--- config.mk ---
export PLATFORM = sky130hd
export DESIGN_NAME = text_byte_converter_core_flat
export DESIGN_NICKNAME = d
export VERILOG_FILES = /design/src/sv/tbc_pkg.sv /design/src/sv/tbc_if.sv /design/src/sv/tbc_ctrl.sv /design/src/sv/tbc_dp.sv /design/src/sv/text_byte_converter_core.sv /design/src/flat_wrapper.sv
export SDC_FILE = /design/constraint.sdc
export NUM_CORES = 1
export LEC_CHECK = 0
export ABC_AREA = 0
export BUFFER_PORTS_ARGS = -buffer_cell sky130_fd_sc_hd__buf_2
export CORE_ASPECT_RATIO = 0.7
export CORE_MARGIN = 8
export CORE_UTILIZATION = 36
export DETAILED_ROUTE_END_ITERATION = 7
export GPL_ROUTABILITY_DRIVEN = 0
export GPL_TIMING_DRIVEN = 1
export PLACE_DENSITY = 0.57
export SYNTH_ARGS = -nofsm -noshare
export SYNTH_HDL_FRONTEND = slang
export SYNTH_SLANG_ARGS = --single-unit
--- constraint.sdc ---
create_clock -name i_clk -period 3.3 [get_ports i_clk]
set_clock_uncertainty 0.1 [all_clocks]
set_input_delay 0.495 -clock i_clk [delete_from_list [all_inputs] [get_ports i_clk]]
set_output_delay 0.495 -clock i_clk [all_outputs]
set_load 0.05 [all_outputs]
--- src/sv/tbc_pkg.sv ---
// shared constants, types and the latin-1 fold table for the text byte converter
package tbc_pkg;

    // conversion modes
    localparam logic [2:0] MODE_CR     = 3'd0;
    localparam logic [2:0] MODE_LF     = 3'd1;
    localparam logic [2:0] MODE_CRLF   = 3'd2;
    localparam logic [2:0] MODE_CLR_HI = 3'd3;
    localparam logic [2:0] MODE_SET_HI = 3'd4;
    localparam logic [2:0] MODE_TABS   = 3'd5;
    localparam logic [2:0] MODE_ACCENT = 3'd6;

    // character codes
    localparam logic [6:0] CH_CR    = 7'd13;
    localparam logic [6:0] CH_LF    = 7'd10;
    localparam logic [6:0] CH_TAB   = 7'd9;
    localparam logic [7:0] CH_SPACE = 8'h20;
    localparam logic [7:0] CH_QUERY = 8'h3F;
    localparam logic [7:0] CH_S_LO  = 8'h73;
    localparam logic [7:0] CH_A_UP  = 8'h41;
    localparam logic [7:0] CH_Z_UP  = 8'h5A;
    localparam logic [7:0] CASE_BIT = 8'h20;

    // utf-8 byte classes
    localparam logic [7:0] HI_BIT      = 8'h80;
    localparam logic [7:0] LEAD_MIN    = 8'hC0;
    localparam logic [7:0] LEAD_LATIN  = 8'hC3;
    localparam logic [7:0] LEAD_THREE  = 8'hE0;
    localparam logic [7:0] LEAD_FOUR   = 8'hF0;
    localparam logic [7:0] LEAD_END    = 8'hF8;
    localparam logic [7:0] SHARP_S     = 8'h9F;
    localparam logic [7:0] LOWER_START = 8'hA0;

    // controller to datapath
    typedef struct packed {
        logic load;   // input item accepted, take its plan
        logic step;   // one result item taken
    } t_tbc_cmd;

    // datapath to controller
    typedef struct packed {
        logic plan_none;  // incoming item makes no result
        logic cur_last;   // result on the output is the final one of its item
    } t_tbc_sts;

    // ascii fold of latin-1 c0..df, indexed by the low five bits; upper case but for index 31 (y)
    function automatic logic [7:0] latin_fold(input logic [4:0] idx);
        logic [7:0] ch;
        case (idx)
            5'd0, 5'd1, 5'd2, 5'd3, 5'd4, 5'd5, 5'd6: ch = "A";
            5'd7:                                    ch = "C";
            5'd8, 5'd9, 5'd10, 5'd11:                ch = "E";
            5'd12, 5'd13, 5'd14, 5'd15:              ch = "I";
            5'd16:                                   ch = "D";
            5'd17:                                   ch = "N";
            5'd18, 5'd19, 5'd20, 5'd21, 5'd22, 5'd24: ch = "O";
            5'd25, 5'd26, 5'd27, 5'd28:              ch = "U";
            5'd29:                                   ch = "Y";
            5'd31:                                   ch = "y";
            default:                                 ch = "?";
        endcase
        return ch;
    endfunction

endpackage

--- src/sv/tbc_if.sv ---
// valid/ready channel interfaces for input and result items
interface tbc_in_if;
    logic       valid;
    logic       ready;
    logic       operation;
    logic [7:0] in_byte;

    modport source (output valid, output operation, output in_byte, input ready);
    modport sink   (input valid, input operation, input in_byte, output ready);
endinterface

interface tbc_out_if;
    logic       valid;
    logic       ready;
    logic [7:0] out_byte;
    logic       last;

    modport source (output valid, output out_byte, output last, input ready);
    modport sink   (input valid, input out_byte, input last, output ready);
endinterface

--- src/sv/tbc_ctrl.sv ---
// handshake controller: idle / emit state machine
module tbc_ctrl (
    input  logic                i_clk,
    input  logic                i_rst_n,
    input  logic                i_in_valid,
    output logic                o_in_ready,
    output logic                o_out_valid,
    input  logic                i_out_ready,
    input  tbc_pkg::t_tbc_sts   i_sts,
    output tbc_pkg::t_tbc_cmd   o_cmd
);
    import tbc_pkg::*;

    localparam logic ST_IDLE = 1'b0;
    localparam logic ST_EMIT = 1'b1;

    logic r_state;
    logic n_state;
    logic w_take_last;

    // a final result taken frees the input in the same cycle
    assign o_out_valid = (r_state == ST_EMIT);
    assign w_take_last = o_out_valid && i_out_ready && i_sts.cur_last;
    assign o_in_ready  = (r_state == ST_IDLE) || w_take_last;

    // commands
    assign o_cmd.load = i_in_valid && o_in_ready;
    assign o_cmd.step = o_out_valid && i_out_ready;

    // next state
    always_comb begin
        n_state = r_state;
        unique case (r_state)
            ST_IDLE: begin
                if (o_cmd.load && !i_sts.plan_none) begin
                    n_state = ST_EMIT;
                end
            end
            ST_EMIT: begin
                if (o_cmd.load) begin
                    n_state = i_sts.plan_none ? ST_IDLE : ST_EMIT;
                end else if (w_take_last) begin
                    n_state = ST_IDLE;
                end
            end
            default: n_state = ST_IDLE;
        endcase
    end

    // state register
    always_ff @(posedge i_clk) begin
        if (!i_rst_n) begin
            r_state <= ST_IDLE;
        end else begin
            r_state <= n_state;
        end
    end

endmodule

--- src/sv/tbc_dp.sv ---
// datapath: mode register, stream state, output plan and result byte selection
module tbc_dp #(
    parameter int TAB_WIDTH = 8
) (
    input  logic                i_clk,
    input  logic                i_rst_n,
    input  tbc_pkg::t_tbc_cmd   i_cmd,
    output tbc_pkg::t_tbc_sts   o_sts,
    input  logic                i_cfg_we,
    input  logic [2:0]          i_cfg_data,
    input  logic                i_operation,
    input  logic [7:0]          i_in_byte,
    output logic [7:0]          o_out_byte,
    output logic                o_last
);
    import tbc_pkg::*;

    localparam int COL_W = $clog2(TAB_WIDTH);
    localparam int CNT_W = $clog2(TAB_WIDTH + 1);

    // configuration and stream state
    logic [2:0]       r_mode;
    logic             r_prev_cr,  n_prev_cr;
    logic [COL_W-1:0] r_column,   n_column;
    logic [1:0]       r_pending,  n_pending;
    logic             r_lead_lat, n_lead_lat;

    // output plan: optional prefix byte, then a run of one repeated byte
    logic             r_pre_vld,  n_pre_vld;
    logic [7:0]       r_pre_byte, n_pre_byte;
    logic [7:0]       r_rep_byte, n_rep_byte;
    logic [CNT_W-1:0] r_rep_cnt,  n_rep_cnt;

    logic [6:0]       w_low;
    logic [7:0]       w_hb;
    logic [7:0]       w_fold;
    logic [7:0]       w_latin;
    logic [COL_W-1:0] w_col_inc;
    logic [1:0]       w_pend;

    assign w_low = i_in_byte[6:0];
    assign w_hb  = i_in_byte & HI_BIT;

    // latin-1 fold with lower-casing and sharp s
    assign w_fold = latin_fold(i_in_byte[4:0]);
    always_comb begin
        w_latin = w_fold;
        if (i_in_byte == SHARP_S) begin
            w_latin = CH_S_LO;
        end else if (i_in_byte >= LOWER_START && w_fold >= CH_A_UP && w_fold <= CH_Z_UP) begin
            w_latin = w_fold | CASE_BIT;
        end
    end

    // column advance, wraps at the tab stop
    assign w_col_inc = (r_column == COL_W'(TAB_WIDTH - 1)) ? '0 : r_column + 1'b1;

    // plan and next stream state for the incoming item
    always_comb begin
        n_prev_cr  = r_prev_cr;
        n_column   = r_column;
        n_pending  = r_pending;
        n_lead_lat = r_lead_lat;
        n_pre_vld  = 1'b0;
        n_pre_byte = CH_QUERY;
        n_rep_byte = i_in_byte;
        n_rep_cnt  = '0;
        w_pend     = r_pending;
        if (i_operation) begin
            // end of stream
            if (r_mode == MODE_ACCENT && r_pending != 2'd0) begin
                n_rep_byte = CH_QUERY;
                n_rep_cnt  = CNT_W'(1);
            end
            n_prev_cr = 1'b0;
            n_column  = '0;
            n_pending = 2'd0;
        end else begin
            unique case (r_mode) inside
                MODE_CR, MODE_LF, MODE_CRLF: begin
                    if (w_low == CH_CR || (w_low == CH_LF && !r_prev_cr)) begin
                        n_rep_cnt = CNT_W'(1);
                        if (r_mode == MODE_CR) begin
                            n_rep_byte = {1'b0, CH_CR} | w_hb;
                        end else begin
                            n_rep_byte = {1'b0, CH_LF} | w_hb;
                        end
                        if (r_mode == MODE_CRLF) begin
                            n_pre_vld  = 1'b1;
                            n_pre_byte = {1'b0, CH_CR} | w_hb;
                        end
                    end else if (w_low != CH_LF) begin
                        n_rep_cnt = CNT_W'(1);
                    end
                    n_prev_cr = (w_low == CH_CR);
                end
                MODE_CLR_HI: begin
                    n_rep_byte = {1'b0, w_low};
                    n_rep_cnt  = CNT_W'(1);
                end
                MODE_SET_HI: begin
                    n_rep_byte = i_in_byte | HI_BIT;
                    n_rep_cnt  = CNT_W'(1);
                end
                MODE_TABS: begin
                    if (w_low == CH_TAB) begin
                        n_rep_byte = CH_SPACE | w_hb;
                        n_rep_cnt  = CNT_W'(TAB_WIDTH) - CNT_W'(r_column);
                        n_column   = '0;
                    end else begin
                        n_rep_cnt = CNT_W'(1);
                        n_column  = (w_low == CH_CR || w_low == CH_LF) ? '0 : w_col_inc;
                    end
                end
                MODE_ACCENT: begin
                    // broken sequence: flag it and treat the byte afresh
                    if (r_pending != 2'd0 && i_in_byte[7:6] != 2'b10) begin
                        n_pre_vld = 1'b1;
                        w_pend    = 2'd0;
                    end
                    n_pending = w_pend;
                    if (w_pend != 2'd0) begin
                        n_pending = w_pend - 2'd1;
                        if (r_lead_lat) begin
                            n_rep_byte = w_latin;
                            n_rep_cnt  = CNT_W'(1);
                        end else if (w_pend == 2'd1) begin
                            n_rep_byte = CH_QUERY;
                            n_rep_cnt  = CNT_W'(1);
                        end
                    end else if (!i_in_byte[7]) begin
                        n_rep_cnt = CNT_W'(1);
                    end else if (i_in_byte >= LEAD_MIN && i_in_byte < LEAD_END) begin
                        n_lead_lat = (i_in_byte == LEAD_LATIN);
                        if (i_in_byte >= LEAD_FOUR) begin
                            n_pending = 2'd3;
                        end else if (i_in_byte >= LEAD_THREE) begin
                            n_pending = 2'd2;
                        end else begin
                            n_pending = 2'd1;
                        end
                    end else begin
                        n_rep_byte = CH_QUERY;
                        n_rep_cnt  = CNT_W'(1);
                    end
                end
                default: begin
                    n_rep_cnt = CNT_W'(1);
                end
            endcase
        end
    end

    // status
    assign o_sts.plan_none = !n_pre_vld && (n_rep_cnt == '0);
    assign o_sts.cur_last  = r_pre_vld ? (r_rep_cnt == '0) : (r_rep_cnt == CNT_W'(1));

    // result byte
    assign o_out_byte = r_pre_vld ? r_pre_byte : r_rep_byte;
    assign o_last     = o_sts.cur_last;

    // mode register and stream state
    always_ff @(posedge i_clk) begin
        if (!i_rst_n) begin
            r_mode     <= MODE_CR;
            r_prev_cr  <= 1'b0;
            r_column   <= '0;
            r_pending  <= 2'd0;
            r_lead_lat <= 1'b0;
        end else begin
            if (i_cfg_we) begin
                r_mode <= i_cfg_data;
            end
            if (i_cmd.load) begin
                r_prev_cr  <= n_prev_cr;
                r_column   <= n_column;
                r_pending  <= n_pending;
                r_lead_lat <= n_lead_lat;
            end
        end
    end

    // output plan, consumed one result item at a time
    always_ff @(posedge i_clk) begin
        if (i_cmd.load) begin
            r_pre_vld  <= n_pre_vld;
            r_pre_byte <= n_pre_byte;
            r_rep_byte <= n_rep_byte;
            r_rep_cnt  <= n_rep_cnt;
        end else if (i_cmd.step) begin
            if (r_pre_vld) begin
                r_pre_vld <= 1'b0;
            end else begin
                r_rep_cnt <= r_rep_cnt - 1'b1;
            end
        end
    end

endmodule

--- src/sv/text_byte_converter_core.sv ---
// top level of the text byte converter: line endings, high bit, tabs, utf-8 folding
// A result item appears in the cycle after its input item is accepted.
// Throughput: one result item per cycle while the output is ready; an input item making
// several results holds the input until its final result leaves (a tab up to TAB_WIDTH, a crlf two).
// The output plan register paces this: the next item enters as the final result leaves.
// Reset (synchronous, active low) clears mode to 0 and all stream state; no result pending.
module text_byte_converter_core #(
    parameter int TAB_WIDTH = 8
) (
    input  logic        i_clk,
    input  logic        i_rst_n,
    tbc_in_if.sink      i_in,
    tbc_out_if.source   o_out,
    input  logic        i_cfg_we,
    input  logic [2:0]  i_cfg_data
);
    import tbc_pkg::*;

    t_tbc_cmd w_cmd;
    t_tbc_sts w_sts;

    // handshake controller
    tbc_ctrl u_ctrl (
        .i_clk       (i_clk),
        .i_rst_n     (i_rst_n),
        .i_in_valid  (i_in.valid),
        .o_in_ready  (i_in.ready),
        .o_out_valid (o_out.valid),
        .i_out_ready (o_out.ready),
        .i_sts       (w_sts),
        .o_cmd       (w_cmd)
    );

    // conversion datapath
    tbc_dp #(
        .TAB_WIDTH (TAB_WIDTH)
    ) u_dp (
        .i_clk       (i_clk),
        .i_rst_n     (i_rst_n),
        .i_cmd       (w_cmd),
        .o_sts       (w_sts),
        .i_cfg_we    (i_cfg_we),
        .i_cfg_data  (i_cfg_data),
        .i_operation (i_in.operation),
        .i_in_byte   (i_in.in_byte),
        .o_out_byte  (o_out.out_byte),
        .o_last      (o_out.last)
    );

endmodule

--- src/flat_wrapper.sv ---
// flat-port wrapper written by rule: the top's interface ports become plain ports
module text_byte_converter_core_flat import tbc_pkg::*;
#(
    parameter int TAB_WIDTH = 8
)
  (i_clk, i_rst_n, i_cfg_we, i_cfg_data, i_in_valid, i_in_operation, i_in_in_byte, i_in_ready, o_out_valid, o_out_out_byte, o_out_last, o_out_ready);
  tbc_in_if i_in_i ();
  tbc_out_if o_out_i ();
  input  logic i_clk;
  input  logic i_rst_n;
  input  logic i_cfg_we;
  input  logic [2:0] i_cfg_data;
  input wire logic [$bits(i_in_i.valid)-1:0] i_in_valid;
  input wire logic [$bits(i_in_i.operation)-1:0] i_in_operation;
  input wire logic [$bits(i_in_i.in_byte)-1:0] i_in_in_byte;
  output wire logic [$bits(i_in_i.ready)-1:0] i_in_ready;
  output wire logic [$bits(o_out_i.valid)-1:0] o_out_valid;
  output wire logic [$bits(o_out_i.out_byte)-1:0] o_out_out_byte;
  output wire logic [$bits(o_out_i.last)-1:0] o_out_last;
  input wire logic [$bits(o_out_i.ready)-1:0] o_out_ready;
  assign i_in_i.valid = i_in_valid;
  assign i_in_i.operation = i_in_operation;
  assign i_in_i.in_byte = i_in_in_byte;
  assign i_in_ready = i_in_i.ready;
  assign o_out_valid = o_out_i.valid;
  assign o_out_out_byte = o_out_i.out_byte;
  assign o_out_last = o_out_i.last;
  assign o_out_i.ready = o_out_ready;
  text_byte_converter_core #(.TAB_WIDTH(TAB_WIDTH)) u_core (.i_clk(i_clk), .i_rst_n(i_rst_n), .i_in(i_in_i), .o_out(o_out_i), .i_cfg_we(i_cfg_we), .i_cfg_data(i_cfg_data));
endmodule
Word level (Yosys, flattened, before mapping):

Memories as Yosys holds them, arrays and structs flattened.
Index checks and enable logic that the tools add are counted.

* flip-flop bits (word level): 32
* latch bits: 0
* memory bits (writable): 0
* bits in read-only memories: 224
* input port bits: 17
* output and inout bits: 11
* logic and storage cells: 139
* memories: 1

* $add $sub $neg: 4
* multiply operators: 0
* divide/modulo/power cells: 0
* magnitude comparators: 7
* equality and inequality tests: 17
* shift operators: 0
* muxes and demuxes: 59
* bitwise gates (word level): 6
* reductions and logical operators: 34

Memory list
* (name not given): words 32, width 7, rd ports 1, clocked after memory_dff 0, write ports 0, RTL line tbc_pkg.sv:49 `case (idx)`

Operator list (number)
* $mux W8: 9
* $pmux W8 S5: 1
* $ge A8 B8 Y1 const B: 4
* $mux W4: 6
* $eq A7 B4 Y1 const B: 3
* $mux W1: 20
* $mux W2: 10
* $mux W3: 6
* $eq A8 B8 Y1 const B: 2
* $mux W7: 2
* $eq A3 B3 Y1 const B: 4
* $mux W6: 2
* $pmux W4 S3: 1
* $reduce_bool A2 Y1: 6
* $logic_and A1 B1 Y1: 11
* $ge A8 B7 Y1 const B: 1
* $le A8 B7 Y1 const B: 1
* $logic_not A4 Y1: 2
* $lt A8 B8 Y1 const B: 1
* $reduce_and A2 Y1: 4
* $ne A7 B4 Y1 const B: 1
* $eq A3 B2 Y1 const B: 2
* $not A1 Y1: 6
* $reduce_and A6 Y1: 1
* other kinds (15): 21

Longest topological paths before layout:

Gate-level depths: netlist of run 1.

* depth after elaboration: 17
* depth in mapped cells: 9
* gate-level depth less buffers: 9

By module:

Synthesis of run 1 repeated with hierarchy kept, for this count alone.

* cell total of the unflattened synthesis: 268
* area total of the unflattened synthesis: 2218.4 sq um

Modules (own cells, without submodules)
* tbc_dp: times used 1, cells an instance 261, area an instance 2155.8 sq um, seq. area each 650.6 sq um
* tbc_ctrl: times used 1, cells an instance 7, area an instance 62.6 sq um, seq. area each 20.0 sq um

Worst setup path after synthesis of run 1:

OpenSTA, ideal clock, no wires.

* kind: flip-flop to flip-flop
* from: register u_core.u_dp.r_rep_cnt[0]
* to: register u_core.u_dp.r_rep_cnt[3] (data pin)
* setup time: 270 ps
* arrival time: 2045 ps
* data required time: 2930 ps
* setup slack: 885 ps
* cell stages (with the launch flop): 10
* buffers on the path: 0
* clock period less this slack: 2415 ps
* path through: edfxtp_1 -> inv_1 -> ha_1 -> mux2i_1 -> o41a_1 -> inv_1 -> nand2_1 -> clkinv_1 -> nand4b_1 -> o21ai_0

RTL lines
* from (decl): RTL line tbc_dp.sv:32 `logic [CNT_W-1:0] r_rep_cnt, n_rep_cnt;`
* from (signal assigned): RTL line tbc_dp.sv:189 `r_rep_cnt <= n_rep_cnt;`
* from (signal assigned): RTL line tbc_dp.sv:194 `r_rep_cnt <= r_rep_cnt - 1'b1;`

Worst setup path after layout of run 1:

* from: register u_core.u_dp.r_mode[1]
* to: register u_core.u_dp.r_pre_vld (data pin)

* cells in the longest elaborated chain, start to end: 6
* elaborated cells on any way between the ends: 10
* those cells by class: eq/ne: 3; mux: 5; reduce/logical: 2

RTL lines
* from (decl): RTL line tbc_dp.sv:22 `logic [2:0] r_mode;`
* from (signal assigned): RTL line tbc_dp.sv:172 `r_mode <= i_cfg_data;`
* $eq A3 B2 Y1: RTL line tbc_dp.sv:88 `if (r_mode == MODE_CRLF) begin`
* $mux W1: RTL line tbc_dp.sv:88
* $mux W1: RTL line tbc_dp.sv:81 `if (w_low == CH_CR || (w_low == CH_LF && !r_prev_cr)) begin`
* $pmux W1 S2 (*): RTL line tbc_dp.sv:79 `unique case (r_mode) inside`
* $mux W1 (*): RTL line tbc_dp.sv:69 `if (i_operation) begin`
* $mux W1 (*): RTL line tbc_dp.sv:185 `if (i_cmd.load) begin`
* to (signal assigned): RTL line tbc_dp.sv:186 `r_pre_vld <= n_pre_vld;`
* to (decl): RTL line tbc_dp.sv:29 `logic r_pre_vld, n_pre_vld;`

Every way passes the cells marked *; elsewhere a longest branch is shown, timed or not.
A chain may end at the register's enable or synchronous reset.

==> metrics, run 1 <==
post-route ant nets 0; WL/cell roughly 17 um; FF+latch count, synth 26; total power 881 uW; DR vias/cell 5.74; outcome finished clean; CTS Hold Bufs 0; worst flop-to-flop path startpoint u_core.u_dp.r_mode[1]; P_int 604 uW; die outline height 82.2 um; post-synth top area share between 20% and 30%; port buffer count 27; final WL 6.39 mm; Yosys cell types 60; vias in the first global route 1,995; maximum vdd drop 0.195 mV; initial antenna violation count 0; Yosys top cell by area edfxtp_1; Initial Utilization between 30 and 40%; RSZ-0062 raised after global routing no; largest net degree at the start of global routing 24; CP Max Fanout 17; Num CTS Buffers 3; period utilization 76.8%; minimum clock period between 2000 and 3000 ps; placed cell areas around 2400 um^2; # diodes 0; total grt overflow 0; critical path arrival 2430 ps; post-detail-place hpwl 4.93 mm; Switch Pwr 277 uW; final worst slack between 700 and 800 ps; Reg clk slew, reported paths 90 ps; top cells by count, synth o21ai_0 (25), inv_1 (23), a21oi_1 (20), nand2_1 (20), nor2_1 (20); I/O Pins 28; Worst slew margin between 50% and 60%; share of cells above drive strength 1 15.5%; startpoint types flop; switching part of the total 31.5%; synthesized area between 2000 and 2500 um^2; crit path launch u_core.u_dp.r_mode[1]; Site Rows 24; clk_lat worst skew 270 ps; Setup TNS 0 ps; register area share after synthesis 29.8%; fmax ~400 MHz; Pwr Density 350 nW/um^2; Die W 111 um; top_reg_cell synth edfxtp_1; crit path kind flop to flop; Post-synth EDFFs 15; clk buf depth 2; Hold Startpoint i_cfg_data[0]; syn_area_per_cell 7.82 um^2; Max-Cap Viols 0; Post-Layout Cell Count 382; Synth Instances 288; setup violators final 0; Worst-Margin Slew roughly 680 ps; post-route cell area 2510 um^2; CORE AREA 6130 um^2; ys async rst share 0%; type of the worst min-delay path input pin to flop; Setup WS pre-CTS between 600 and 700 ps; TritonCTS Sinks 26; gr usage total 14.0%; die area 9080 um^2; yosys warns 0; Final Hold Vio Count 0; nets@finish about 330; Worst setup EP type flop; Remaining DRCs 0; Post-CTS Setup Bufs 0; most common cell in the synthesized netlist o21ai_0; Syn Nets 311; Comb pwr share 25.9%; routed via count 2,192; synth top area cells edfxtp_1 (20%), dfxtp_1 (9.8%), o21ai_0 (5.6%); static leakage approximately 0.00096 uW; post-CTS sizing 0; synthesis-to-finish area growth 11.6%; Seq pwr share 43.8%; CP Data Required Time between 3000 and 4000 ps; Max H-tree Level 1; drt initial violations 258; Max Slew Vio Count 0; First-pass DRT Iterations 5; CTS tree built; power share of the clock group a little under a third; first-pass GRT wire length 10.5 mm; CTS root buffer clkbuf_8; Post-Place Cells 378
==> cell type report <==
type	instances	area, um^2
fill	644	3610
multi-input combinational	218	1410
sequential	26	671
timing repair buffer	32	173
tap	78	97.6
inverter	24	90.1
clock buffer	3	41.3
clock inverter	1	30.0
==> layout by cell type (no fill, tap or decap), types with 2 or more instances in the layout <==
cell | netlist | routed
o21ai_0 | 25 | 25
o21a_1 | 4 | 4
o311ai_0 | 2 | 2
a21boi_0 | 2 | 2
nor2b_1 | 7 | 7
clkbuf_8 | 0 | 3
mux2i_1 | 7 | 7
inv_1 | 23 | 23
a31oi_1 | 3 | 3
and3b_1 | 2 | 2
buf_2 | 4 | 27
nand2_1 | 20 | 20
o41ai_1 | 2 | 2
buf_4 | 0 | 5
xor2_1 | 2 | 2
and3_1 | 4 | 4
nand3b_1 | 2 | 2
mux2_2 | 2 | 2
and2_1 | 5 | 5
a21oi_1 | 20 | 20
nand2b_1 | 10 | 10
a41oi_1 | 2 | 2
a211oi_1 | 4 | 4
nor2_1 | 20 | 20
o2111ai_1 | 2 | 2
a21o_1 | 3 | 3
nor3b_1 | 3 | 3
or2_2 | 4 | 4
nand3_1 | 9 | 9
ha_1 | 6 | 6
dfxtp_1 | 11 | 11
edfxtp_1 | 15 | 15
nand4_1 | 4 | 4
o211ai_1 | 6 | 6
a2111oi_2 | 2 | 2
nor3_1 | 7 | 7
nand4b_1 | 2 | 2
a2111oi_0 | 4 | 4
==> kinds of logic (layout without fill, tap and decap cells) <==
logic type               Yosys count  in the layout  synth area share [%]
AO/OA/AOI/OAI                     94             94                  28.1
XOR/XNOR                           3              3                  1.17
adder cells (fa/ha/maj)            6              6                  3.33
buffers and inverters             44             60                  7.55
flip-flops                        26             26                  29.8
multiplexers                       9              9                  4.11
AND/OR/NAND/NOR                  106            106                  25.9
==> state kept, by name, indices dropped and copies added (netlist names) <==
signal                     flops
u_core.u_dp.r_rep_byte         8
u_core.u_dp.r_rep_cnt          4
u_core.u_dp.r_column           3
u_core.u_dp.r_mode             3
u_core.u_dp.r_pending          2
u_core.u_dp.r_pre_byte         2
u_core.u_ctrl.o_out_valid      1
u_core.u_dp.r_lead_lat         1
u_core.u_dp.r_pre_vld          1
u_core.u_dp.r_prev_cr          1
==> power by group through the flow <==
stage	Combinational [uW]	Clock [uW]	Sequential [uW]
finish	228	266	386
global route	250	286	389
CTS	226	277	386
detailed placement	225	0	394
global placement	226	0	393
floorplan	169	0	386
==> through the flow <==
stage               hold WS, ps  utilization, %
detailed placement          405            39.9
global route                385            41.0
floorplan                   363               -
global placement            400            39.9
CTS                         373            41.0
finish                      378            41.0
==> worst max-delay path, stage by stage (launching register included) <==
cell and delay, ps:
dfxtp_1 720, nand3b_1 390, nor2_1 370, nand2_1 90, a2111oi_0 590
==> worst paths after layout <==
check,endpoint,slack (ps),depth (start not counted)
hold / removal,u_core.u_dp.r_mode[0],380,3
hold reg to reg,u_core.u_dp.r_prev_cr,420,2
setup reg to reg,u_core.u_dp.r_pre_vld,770,4
setup / recovery,u_core.u_dp.r_pre_vld,770,4
==> per-layer routing <==
layer | share of wire (%) | global-route usage (%) | up-vias
li1 | - | - | 1098
met4 | 1.3 | 3.36 | 0
met3 | 9.3 | 3.75 | 8
met1 | 51 | 21.3 | 987
met2 | 39 | 18.6 | 99
met5 | 0 | 0 | -
Power figures use the tool's default switching activity.
==> inputs of run 2 (changes only) <==
--- a/config.mk
+++ b/config.mk
@@ -13,7 +13,7 @@
 export DETAILED_ROUTE_END_ITERATION = 7
 export GPL_ROUTABILITY_DRIVEN = 0
 export GPL_TIMING_DRIVEN = 1
-export PLACE_DENSITY = 0.57
+export PLACE_DENSITY = 0.59
 export SYNTH_ARGS = -nofsm -noshare
 export SYNTH_HDL_FRONTEND = slang
 export SYNTH_SLANG_ARGS = --single-unit
==> constraint.sdc (replaced) <==
create_clock -name i_clk -period 2.28 [get_ports i_clk]
set_clock_uncertainty 0.1 [all_clocks]
set_input_delay 0.342 -clock i_clk [delete_from_list [all_inputs] [get_ports i_clk]]
set_output_delay 0.342 -clock i_clk [all_outputs]
set_load 0.05 [all_outputs]
==> run 2 against run 1 <==
  * The run now ends with negative setup slack left
  * Count of clock-buffer cells in the layout stayed put
  * Sequential power is 43% higher
  * Wire length is 6.1% higher
  * Worst setup slack worse by 820 ps
  * Critical path depth is 3 higher
  * First-iteration DRC count is 12% lower
  * Worst hold slack worse by 160 ps
  * Die area stayed put
  * Global-route usage is 0.91 points higher
  * Flip-flop and latch count stayed put
  * Via count is 8.6% higher
  * Clock power is 44% higher
  * Largest cell class unchanged
  * Highest routed layer unchanged
==> metrics, run 2 (synthesis gave the netlist of run 1 again) <==
most common library cell in the layout ignoring fill and taps buf_4 (was buf_2); failing checks negative setup slack; minimum clock period 2330 ps (was 2530 ps); gr usage total 14.9% (was 14.0%); die outline height 82.2 um (unchanged); port buffer count 27 (unchanged); drt initial violations 228 (was 258); WL/cell 15.7 um (was 16.7 um); Most flops, register u_core.u_dp.r_rep_byte (unchanged); die area 9080 um^2 (unchanged); Worst setup EP type flop (unchanged); vias in the first global route 2,261 (was 1,995); Max Slew Vio Count 0 (unchanged); setup violators final 1 (was 0); max reg flops 8 (unchanged); total grt overflow 0 (unchanged); clk buf depth 2 (unchanged); initial antenna violation count 0 (unchanged); Final Hold Vio Count 0 (unchanged); post-detail-place hpwl 5.32 mm (was 4.93 mm); CTS root buffer clkbuf_8 (unchanged); critical path arrival 2440 ps (was 2430 ps); Remaining DRCs 0 (unchanged); most frequent cells in the layout buf_4 (55), buf_2 (26), o21ai_0 (25) (was buf_2 (27), o21ai_0 (25), inv_1 (23)); TritonCTS Sinks 26 (unchanged); Final Util 47.7% (was 41.0%); Max-Cap Viols 0 (unchanged); post-route ant nets 0 (unchanged); Die W 111 um (unchanged); maximum vdd drop 0.248 mV (was 0.195 mV); clk_lat worst skew 270 ps (about the same); largest net degree at the start of global routing 16 (was 24); share of cells above drive strength 1 29.4% (was 15.5%); routed via count 2,381 (was 2,192); CP Max Fanout 4 (was 17); nets@finish 378 (was 328); period utilization 102% (was 76.8%); Post-Layout Cell Count 432 (was 382); DR vias/cell 5.51 (was 5.74); RSZ-0062 raised after global routing yes (was no); type of the worst min-delay path input pin to flop (unchanged); outcome complete, but fails checks (was finished clean); top flop regs u_core.u_dp.r_rep_byte (8), u_core.u_dp.r_rep_cnt (4) (unchanged); Max H-tree Level 1 (unchanged); Post-Place Cells 424 (was 378); CORE AREA 6130 um^2 (unchanged); startpoint types flop (unchanged); static leakage 0.00121 uW (was 0.000959 uW); Num CTS Buffers 3 (unchanged); Initial Utilization 36.8% (unchanged); final worst slack -49.8 ps (was 767 ps); Pwr Density 464 nW/um^2 (was 350 nW/um^2); fmax 429 MHz (was 395 MHz); Site Rows 24 (unchanged); Worst-Margin Slew 590 ps (was 683 ps); First-pass DRT Iterations 5 (unchanged); I/O Pins 28 (unchanged); first-pass GRT wire length 11.3 mm (was 10.5 mm); Reg clk slew, reported paths 90 ps (about the same); synthesis-to-finish area growth 29.7% (was 11.6%); Worst slew margin 59.7% (was 53.9%); # diodes 0 (unchanged); crit path kind flop to flop (unchanged); CTS tree built (unchanged); CP Data Required Time 2390 ps (was 3200 ps); final WL 6.79 mm (was 6.39 mm)
run 2: final cells by class:
cell class / count / area [um^2]
fillers: 607 / 3210
inverters: 24 / 91.3
clock buffers: 3 / 41.3
clock inverters: 1 / 30.0
multi-input cells: 218 / 1430
repair buffers: 82 / 563
flip-flops and latches: 26 / 671
well taps: 78 / 97.6
run 2: final timing paths:
check | from | to | slack (ps) | cells past startpoint
max reg2reg | u_core.u_dp.r_rep_cnt[0] | u_core.u_dp.r_lead_lat | -50 | 7
min reg2reg | u_core.u_dp.r_prev_cr | u_core.u_dp.r_prev_cr | 430 | 2
min | i_cfg_data[0] | u_core.u_dp.r_mode[0] | 220 | 3
max | u_core.u_dp.r_rep_cnt[0] | u_core.u_dp.r_lead_lat | -50 | 7
run 2: through the flow:
stage	cell area (um^2)	hold slack, ps	total power [uW]	setup TNS, ps	worst slack [ps]
2_1_floorplan	2250	363	803	-155	-33.0
3_3_place_gp	2800	396	955	-108	-82.9
3_5_place_dp	2800	394	958	-197	-146
4_1_cts	2900	219	1360	-142	-84.5
5_1_grt	2920	233	1430	-194	-115
6_report	2920	222	1360	-49.8	-49.8
run 2: repair_timing:
item,4_1_cts,5_1_grt
endpoints found under the hold margin,0,0
hold buffers,0,0
gates resized for setup,3,5
buffers inserted,3,1
setup endpoints to repair,2,24
pin swaps,4,2
run 2: power by group:
part | switching, uW | internal, uW
clock network | 149 | 235
registers | 18.9 | 533
logic | 251 | 169
run 2: per-layer routing:
layer / track usage, % / share of wire [%]
met5: 0 / 0
met2: 22.4 / 40
met4: 2.15 / 0.22
met3: 3.46 / 8.4
met1: 21.6 / 52
run 2: critical path: stages, from the launching register on:
cell and delay (ps):
edfxtp_1 450, inv_2 80, ha_1 160, mux2i_2 90, o41a_1 380, or4_4 460, or4_1 410, a21boi_1 130
==> inputs of run 3 (changes only) <==
--- a/config.mk
+++ b/config.mk
@@ -8,12 +8,10 @@
 export ABC_AREA = 0
 export BUFFER_PORTS_ARGS = -buffer_cell sky130_fd_sc_hd__buf_2
 export CORE_ASPECT_RATIO = 0.7
-export CORE_MARGIN = 8
 export CORE_UTILIZATION = 36
 export DETAILED_ROUTE_END_ITERATION = 7
 export GPL_ROUTABILITY_DRIVEN = 0
 export GPL_TIMING_DRIVEN = 1
-export PLACE_DENSITY = 0.59
 export SYNTH_ARGS = -nofsm -noshare
 export SYNTH_HDL_FRONTEND = slang
 export SYNTH_SLANG_ARGS = --single-unit
==> run 3 against run 2 <==
  * The run still ends with negative setup slack left
  * Register-to-register slack about the same
  * Clock power up 1%
  * Fmax about the same
  * Sequential share of layout area down 0.42 points
  * Via count up 1.5%
  * Sequential power about the same
  * Combinational power up 7.1%
  * Die area down 28%
  * Total power up 2.3%
  * Flip-flop and latch count unchanged
  * Final cell count down 0.69%
  * Count of clock-buffer cells in the layout unchanged
  * Critical path type unchanged
  * Largest cell class unchanged
==> metrics, run 3 (synthesis gave the netlist of run 1 again) <==
static leakage 0.00122 uW (was 0.00121 uW); initial antenna violation count 0 (unchanged); Post-Layout Cell Count 429 (was 432); fmax 429 MHz (about the same); post-route ant nets 0 (unchanged); switching part of the total 31.5% (was 30.9%); most frequent cells in the layout buf_4 (55), o21ai_0 (25), buf_2 (25) (was buf_4 (55), buf_2 (26), o21ai_0 (25)); Initial Utilization 38.4% (was 36.8%); DR vias/cell 5.63 (was 5.51); vias in the first global route 2,166 (was 2,261); Num CTS Buffers 3 (unchanged); Worst setup EP type flop (unchanged); Pwr Density 466 nW/um^2 (was 464 nW/um^2); CORE AREA 5870 um^2 (was 6130 um^2); total power 1390 uW (was 1360 uW); maximum vdd drop 0.238 mV (was 0.248 mV); Die W 96.5 um (was 111 um); CTS Hold Bufs 0 (unchanged); crit-path leading delay family simple AND/OR/NAND/NOR gates (unchanged); RSZ-0062 raised after global routing yes (unchanged); crit path kind flop to flop (unchanged); minimum clock period 2330 ps (about the same); setup violators final 2 (was 1); Setup WS pre-CTS -185 ps (was -146 ps); Site Rows 23 (was 24); WL/cell 16.0 um (was 15.7 um); largest net degree at the start of global routing 16 (unchanged); final worst slack -51.2 ps (was -49.8 ps); CTS tree built (unchanged); First-pass DRT Iterations 5 (unchanged); Max H-tree Level 1 (unchanged); synthesis-to-finish area growth 32.1% (was 29.7%); nets@finish 378 (unchanged); gr usage total 22.0% (was 14.9%); max reg flops 8 (unchanged); final WL 6.84 mm (was 6.79 mm); port buffer count 27 (unchanged); I/O Pins 28 (unchanged); Max-Cap Viols 0 (unchanged); drt initial violations 344 (was 228); Max Slew Vio Count 0 (unchanged); Final Hold Vio Count 0 (unchanged); Worst-Margin Slew 609 ps (was 590 ps); die outline height 68.2 um (was 82.2 um); Comb pwr share 32.5% (was 31.0%); clk buf depth 2 (unchanged); Multi-input gate area 1480 um^2 (was 1430 um^2); Remaining DRCs 0 (unchanged); Post-Place Cells 420 (was 424); outcome complete, but fails checks (unchanged); clk_lat worst skew 280 ps (was 270 ps); period utilization 102% (about the same); Switch Pwr 437 uW (was 419 uW); critical path buffer and inverter count 1 (unchanged); CP Max Fanout 4 (unchanged); # diodes 0 (unchanged); die area 6580 um^2 (was 9080 um^2); Seq pwr share 39.5% (was 40.7%); Largest stage delay, worst path 480 ps (was 460 ps); Fill cells 580 (was 607); Reg area 671 um^2 (unchanged); total grt overflow 0 (unchanged); CP Cell Sequence inv_2, ha_4, mux2i_4, o41a_1, or4_4, or4_1, a21boi_1 (was inv_2, ha_1, mux2i_2, o41a_1, or4_4, or4_1, a21boi_1); WHS 222 ps (about the same); placed cell areas 2790 um^2 (was 2800 um^2); routed via count 2,417 (was 2,381); startpoint types flop (unchanged); critical path arrival 2440 ps (about the same); CP Data Required Time 2390 ps (about the same); type of the worst min-delay path input pin to flop (unchanged); first-pass GRT wire length 11.0 mm (was 11.3 mm); P_int 950 uW (was 936 uW); post-detail-place hpwl 5.18 mm (was 5.32 mm); power share of the clock group 28.0% (was 28.3%); CTS root buffer clkbuf_8 (unchanged); Critical-path top delay cell or4_4 (unchanged); Worst slew margin 58.9% (was 59.7%); Reg clk slew, reported paths 100 ps (was 90 ps); failing checks negative setup slack (unchanged); Most flops, register u_core.u_dp.r_rep_byte (unchanged); most common library cell in the layout ignoring fill and taps buf_4 (unchanged); post-route cell area 2970 um^2 (was 2920 um^2); TritonCTS Sinks 26 (unchanged); share of cells above drive strength 1 30.2% (was 29.4%); top flop regs u_core.u_dp.r_rep_byte (8), u_core.u_dp.r_rep_cnt (4) (unchanged)
[run 3: area by class of cell]
cell class | instances | share of cell area [%]
Timing Repair Buffer | 82 | 19.1
Inverter | 24 | 3.07
Tap cell | 75 | 3.16
Sequential cell | 26 | 22.5
Clock inverter | 1 | 1.01
Clock buffer | 3 | 1.39
Multi-Input combinational cell | 218 | 49.7
[run 3: worst min-delay path, delay by kind of cell]
| family | cells | cell delay (ps) |
|---|---|---|
| AND/OR/NAND/NOR | 1 | 90 |
| buffers and inverters | 1 | 70 |
| multiplexers | 1 | 60 |
[run 3: final timing paths]
kind	endpoint	from	cells after the start	slack, ps
max	u_core.u_dp.r_lead_lat	u_core.u_dp.r_rep_cnt[1]	7	-50
min	u_core.u_dp.r_mode[1]	i_cfg_data[1]	3	220
max reg2reg	u_core.u_dp.r_lead_lat	u_core.u_dp.r_rep_cnt[1]	7	-50
min reg2reg	u_core.u_dp.r_prev_cr	u_core.u_dp.r_prev_cr	2	440
[run 3: stage by stage]
step	setup TNS [ps]	utilization, %
floorplan	-155	-
global placement	-171	47.5
detailed placement	-481	47.5
CTS	-133	50.2
global route	-361	50.7
finish	-77.0	50.7
[run 3: routing by layer]
metal	global-route usage [%]	wire, um	part of all wire, %	up-vias
met5	0	0	0	-
met4	3.31	34	0.50	0
met3	4.00	585	8.5	6
met2	32.8	2810	41	108
met1	33.2	3410	50	1104
li1	-	-	-	1199
[run 3: repair_timing]
action / CTS / global route
resized for setup: 13 / 6
setup endpoints to repair: 4 / 24
endpoints found under the hold margin: 0 / 0
pin swaps: 5 / 2
setup buffers: 5 / 0
[run 3: power groups by stage]
stage / registers (uW) / logic [uW] / clock network (uW)
final: 548 / 450 / 388
after global routing: 552 / 489 / 417
after CTS: 548 / 428 / 393
after detailed placement: 559 / 397 / 0
after global placement: 557 / 395 / 0
after floorplan: 559 / 244 / 0
